## src/rtl/uvs_pkg.sv

```systemverilog
// shared types, constants and helper functions for the uv sphere generator
package uvs_pkg;

   localparam int CountWidth = 8;
   localparam logic [7:0] CountMask = 8'((1 << CountWidth) - 1);

   localparam logic [1:0] RegRadius  = 2'd0;
   localparam logic [1:0] RegSectors = 2'd1;
   localparam logic [1:0] RegStacks  = 2'd2;

   localparam logic [15:0] RadiusReset  = 16'd256;
   localparam logic [7:0]  SectorsReset = 8'd36;
   localparam logic [7:0]  StacksReset  = 8'd18;

   localparam int DivSteps    = 33;
   localparam int CordicSteps = 28;
   localparam int CtrlDepth   = 68;
   localparam int TexDepth    = 34;

   localparam logic [30:0]        HalfPiQ30  = 31'd1686629713;
   localparam logic signed [33:0] CordicGain = 34'sd652032874;
   localparam logic signed [33:0] Q30One     = 34'sd1073741824;

   typedef struct packed {
      logic        valid;
      logic        action;
      logic        has_upper;
      logic        has_lower;
      logic [16:0] here;
      logic [17:0] below;
   } ctrl_type;

   function automatic logic signed [32:0] atan_q30(input int k);
      logic signed [32:0] a;
      case (k)
         0:       a = 33'sd843314857;
         1:       a = 33'sd497837829;
         2:       a = 33'sd263043837;
         3:       a = 33'sd133525159;
         4:       a = 33'sd67021687;
         5:       a = 33'sd33543516;
         6:       a = 33'sd16775851;
         7:       a = 33'sd8388437;
         8:       a = 33'sd4194283;
         9:       a = 33'sd2097149;
         10:      a = 33'sd1048576;
         default: a = 33'sd1 <<< (30 - k);
      endcase
      return a;
   endfunction

   // round half away from zero, then shift right by k
   function automatic logic signed [63:0] round_shift(input logic signed [63:0] v,
                                                      input int k);
      logic [63:0] m;
      logic [63:0] r;
      m = v[63] ? 64'(-v) : 64'(v);
      r = (m + (64'd1 << (k - 1))) >> k;
      return v[63] ? -$signed(r) : $signed(r);
   endfunction

   function automatic logic [15:0] sat16(input logic [17:0] v);
      return (v > 18'd65535) ? 16'hFFFF : v[15:0];
   endfunction

endpackage

```

## src/rtl/uvs_div.sv

```systemverilog
// pipelined restoring divider, one quotient bit per stage
module uvs_div (
   input  logic        clock,
   input  logic [40:0] numer,
   input  logic [8:0]  denom,
   output logic [32:0] quot
);

   logic [8:0]  rem_ff [uvs_pkg::DivSteps];
   logic [32:0] low_ff [uvs_pkg::DivSteps];
   logic [32:0] quo_ff [uvs_pkg::DivSteps];
   logic [8:0]  den_ff [uvs_pkg::DivSteps];
   logic [8:0]  rem_in [uvs_pkg::DivSteps];
   logic [32:0] low_in [uvs_pkg::DivSteps];
   logic [32:0] quo_in [uvs_pkg::DivSteps];
   logic [8:0]  den_in [uvs_pkg::DivSteps];

   for (genvar k = 0; k < uvs_pkg::DivSteps; k++) begin : g_step
      logic [8:0]  rem_prev;
      logic [8:0]  den_prev;
      logic [32:0] low_prev;
      logic [32:0] quo_prev;
      logic [9:0]  trial;
      logic        take;
      if (k == 0) begin : g_head
         assign rem_prev = {1'b0, numer[40:33]};
         assign low_prev = numer[32:0];
         assign quo_prev = '0;
         assign den_prev = denom;
      end else begin : g_tail
         assign rem_prev = rem_ff[k-1];
         assign low_prev = low_ff[k-1];
         assign quo_prev = quo_ff[k-1];
         assign den_prev = den_ff[k-1];
      end
      assign trial     = {rem_prev, low_prev[32]};
      assign take      = trial >= {1'b0, den_prev};
      assign rem_in[k] = take ? 9'(trial - {1'b0, den_prev}) : trial[8:0];
      assign low_in[k] = {low_prev[31:0], 1'b0};
      assign quo_in[k] = {quo_prev[31:0], take};
      assign den_in[k] = den_prev;
   end

   always_ff @(posedge clock) begin
      for (int k = 0; k < uvs_pkg::DivSteps; k++) begin
         rem_ff[k] <= rem_in[k];
         low_ff[k] <= low_in[k];
         quo_ff[k] <= quo_in[k];
         den_ff[k] <= den_in[k];
      end
   end

   assign quot = quo_ff[uvs_pkg::DivSteps-1];

endmodule

```

## config.mk

```make
export PLATFORM = sky130hd
export DESIGN_NAME = uvs_div
export DESIGN_NICKNAME = d
export VERILOG_FILES = /design/src/rtl/uvs_pkg.sv /design/src/rtl/uvs_div.sv
export SDC_FILE = /design/constraint.sdc
export NUM_CORES = 2
export LEC_CHECK = 0
export BUFFER_PORTS_ARGS = -buffer_cell sky130_fd_sc_hd__buf_2
export CAP_MARGIN = 20
export CORE_UTILIZATION = 60
export DETAILED_ROUTE_END_ITERATION = 10
export GPL_TIMING_DRIVEN = 0
export PLACE_DENSITY = 0.88
export SYNTH_ARGS = -nofsm -noshare
export SYNTH_HDL_FRONTEND = slang
export SYNTH_SLANG_ARGS = --single-unit
```

## constraint.sdc

```tcl
create_clock -name clock -period 2.5 [get_ports clock]
set_input_delay 0.25 -clock clock [delete_from_list [all_inputs] [get_ports clock]]
set_output_delay 0.25 -clock clock [all_outputs]
set_load 0.01 [all_outputs]
```

==> summary.md <==
| Metric | Value |
|---|---|
| CP Launch Type | `flop` |
| Failing checks | `negative setup slack` |
| Total track usage | `0.219` |
| Clock skew | `0.0421 ns` |
| Largest net degree at the start of global routing | `17` |
| Slew headroom | `0.404` |
| Pre-antenna DRT Iters | `8` |
| # rows | `105` |
| First-pass GRT wire length | `149 mm` |
| DRC violations left | `0` |
| DIE WIDTH | `290 um` |
| Initial Utilization | `0.607` |
| Critical path arrival | `3.63 ns` |
| Post-Synth XOR/XNOR Area | `0.0295` |
| Post-synthesis mux area share | `0.0581` |
| Drt wl/cell | `18.3 um` |
| Core ar. | `82100 sq um` |
| Vias in the first global route | `29849` |
| Most frequent cells in the layout | `1663 x dfxtp_1, 383 x inv_1, 296 x ha_1` |
| Worst r2r src | `den_ff[0][118]` |
| Outcome | `finished, violations left` |
| Grt met2 use | `0.398` |
| Gp weighted congestion | `0.864` |
| Num Clock Sinks | `1665` |
| Int Pwr | `0.0594 W` |
| Power share of the combinational group | `0.297` |
| R2r setup slk | `-0.49 ns` |
| CP Cell Sequence | `inv_1 -> ha_1 -> nand3b_1 -> a21boi_1 -> o21a_1 -> o21ai_0 -> a31o_2` |
| Clk pin slew, worst setup/hold paths | `0.07 ns` |
| Unrepaired setup endpoints after global routing | `yes` |
| Max_cap viols | `0` |
| Main combinational cell family by area after synthesis | `adder cells` |
| Mapped cell area | `49900 sq um` |
| Clock latency on the worst-skew pair | `0.76 ns` |
| Endpoints failing hold | `0` |
| CP endpoint kind | `flop` |
| DP Area | `51600 sq um` |
| Fin crit share | `1.20` |
| Power Density | `1500 nW/um^2` |
| WL final | `97.6 mm` |
| Post-route design area | `57800 sq um` |
| Post-synthesis adder-cell area fraction | `0.0874` |
| Simple-gate area share of the yosys netlist | `0.0409` |
| HP Class | `in -> reg` |
| Top delay family on crit path | `compound AO/OA/AOI/OAI gates` |
| Hold depth | `2` |
| Slowest CP cell | `a21boi_1` |
| Kind of critical path | `reg -> reg` |
| Root buffer cell | `clkbuf_16` |
| P_leak | `25.5 nW` |
| Commonest non-fill, non-tap cell in the layout | `dfxtp_1` |
| Clk buf depth | `3` |
| Utilization of the core after routing | `0.704` |
| Yosys reg bits | `1665` |
| Net switching power | `0.0270 W` |
| Ratio of cells with drive above 1 in the final layout | `0.157` |
| Overflow after GRT | `0` |
| Yosys warning total | `0` |
| Vias per Instance | `5.38` |
| Reg2Reg Depth | `7` |
| Mapped Cells | `3826` |
| Async SR Flop Fraction | `0` |
| Worst Path Required | `3.14 ns` |
| DP HPWL | `54.1 mm` |
| GR met3 Demand/Resource | `0.0458` |
| Max Clk Rate | `0.335 GHz` |
| Max IR drop VDD | `0.000833 V` |
| Sequential area share after synthesis | `0.669` |
| Post-Syn Nets | `4206` |
| Hold path startpoint | `numer[19]` |
| Final setup viols | `35` |
| Post-route ant nets | `0` |
| Post-synth EDFFs | `0` |
| Via count | `28646` |
| Post-synthesis compound-gate area fraction | `0.0854` |
| Die Ht | `290 um` |
| CTS buffer count | `153` |
| Clock power frac | `0.276` |
| Crit-path max cell delay | `0.62 ns` |
| DR iter-0 viols | `1768` |
| Htree depth | `4` |
| Slew Limit Fails | `0` |
| Buffers added on ports | `83` |
| Die Area | `84300 sq um` |
| Final Critical Period | `2.99 ns` |
| Main synth FF type | `dfxtp_1` |
| CTS tree | `built` |
| Seq pwr share | `0.428` |
| Area Growth Syn to Fin | `15.9%` |
| Max FO, Critical Path | `2` |
| Met1 usage | `0.230` |
| Final worst slack | `-0.488 ns` |
| Switch share | `0.313` |
| Grt peak-use layer | `met2` |
| Bufs and invs on worst path | `1` |
| Io pins | `84` |
| Distinct cells, synth | `63` |
| Worst flop-to-flop path endpoint | `rem_ff[0][131]` |
| Final nets | `4505` |
| Worst-Margin Slew | `0.885 ns` |
| Mean Syn Cell Area | `13.0 sq um` |
| Initial antenna violation count | `1` |
| Hold Crit Endpoint | `low_ff[0][19]` |
state kept, by name, summed over array words and instances, names as in the netlist:
signal / count
rem_ff: 288
den_ff: 288
quo_ff: 561
low_ff: 528
kinds of logic (layout without fill, tap and decap cells):
logic type	Yosys count	after routing
xor+xnor	168	168
compound gates	606	607
simple gates	397	397
mux	263	263
other cells	0	1
fa+ha+maj	329	329
buf+inv	398	822
flops	1665	1665
power by group through the flow:
stage               clock network, W  logic (W)  registers [W]
floorplan                          0     0.0184         0.0362
global placement                   0     0.0218         0.0368
detailed placement                 0     0.0227         0.0372
CTS                           0.0242     0.0241         0.0369
global route                  0.0254     0.0275         0.0375
finish                        0.0239     0.0256         0.0370
layout make-up:
cell class | count | area, sq um
multi-input cells | 1764 | 15300
plain buffers | 11 | 62.6
inverters | 387 | 1450
repair buffers | 143 | 991
fillers | 4992 | 24300
clock inverters | 68 | 902
flip-flops and latches | 1665 | 33300
well taps | 1070 | 1340
diodes | 1 | 2.50
clock buffers | 213 | 4400
worst max path at each step:
stage	start	to	slack [ns]	cells after the start
floorplan	low_ff[0][799]	rem_ff[0][226]	0.27	10
global placement	den_ff[0][216]	rem_ff[0][231]	-0.09	10
detailed placement	den_ff[0][216]	rem_ff[0][231]	-0.09	10
CTS	low_ff[0][575]	rem_ff[0][163]	0.0007	9
global route	den_ff[0][118]	rem_ff[0][131]	-0.39	7
finish	den_ff[0][118]	rem_ff[0][131]	-0.49	7
through the flow:
stage | power (W) | setup WS (ns) | hold WS (ns) | instances | setup TNS (ns)
2_1_floorplan | 0.0545 | 0.266 | 0.278 | 3826 | 0
3_3_place_gp | 0.0586 | -0.0915 | 0.310 | 4979 | -0.299
3_5_place_dp | 0.0599 | -0.0873 | 0.312 | 4979 | -0.443
4_1_cts | 0.0852 | 0.000685 | 0.0806 | 5313 | 0
5_1_grt | 0.0904 | -0.394 | 0.106 | 5321 | -4.62
6_report | 0.0865 | -0.488 | 0.125 | 5322 | -4.72
synth_stat cells (all sizes together) (8+ instances only):
cell type | instances | area share
o211ai | 19 | 0.0029
buf | 8 | 0.00080
xor2 | 33 | 0.0058
xnor2 | 135 | 0.024
a211oi | 39 | 0.0063
mux2 | 213 | 0.048
nor2 | 115 | 0.0087
a31o | 26 | 0.0046
dfxtp | 1665 | 0.67
nor3 | 13 | 0.0013
a221oi | 10 | 0.0018
nor2b | 23 | 0.0029
ha | 297 | 0.075
a21oi | 191 | 0.019
a21boi | 17 | 0.0026
nand3b | 13 | 0.0020
fa | 32 | 0.013
and3 | 13 | 0.0016
a21o | 60 | 0.0090
o21ai | 94 | 0.0094
nand4 | 48 | 0.0060
o31ai | 47 | 0.012
nand2b | 63 | 0.0079
nand2 | 55 | 0.0041
o21a | 23 | 0.0035
nand3 | 31 | 0.0031
inv | 387 | 0.029
o41ai | 19 | 0.0033
a311oi | 19 | 0.0033
mux2i | 50 | 0.010
worst reg2reg max path: cells and delay by family (launching register included):
family / cells / cell delay [ns]
DFF: 1 / 0.42
buffers and inverters: 1 / 0.20
adders and majority gates: 1 / 0.37
AOI/OAI and AO/OA: 4 / 1.62
and+or+nand+nor: 1 / 0.26
layer usage:
metal  part of all wire  vias up
met5                  0        -
met2               0.51     1033
li1                   -    13589
met4              0.056        0
met1               0.38    13596
met3              0.054      428
repair_timing:
| item | CTS | global route |
|---|---|---|
| gates resized for setup | 20 | 51 |
| pin swaps | 3 | 6 |
| buffers inserted | 3 | 7 |
| hold buffers | 50 | 0 |
| cloned | 0 | 1 |
| endpoints found under the hold margin | 51 | 0 |
| setup endpoints to repair | 55 | 193 |
No activity file was read; power rests on OpenSTA's default activity.
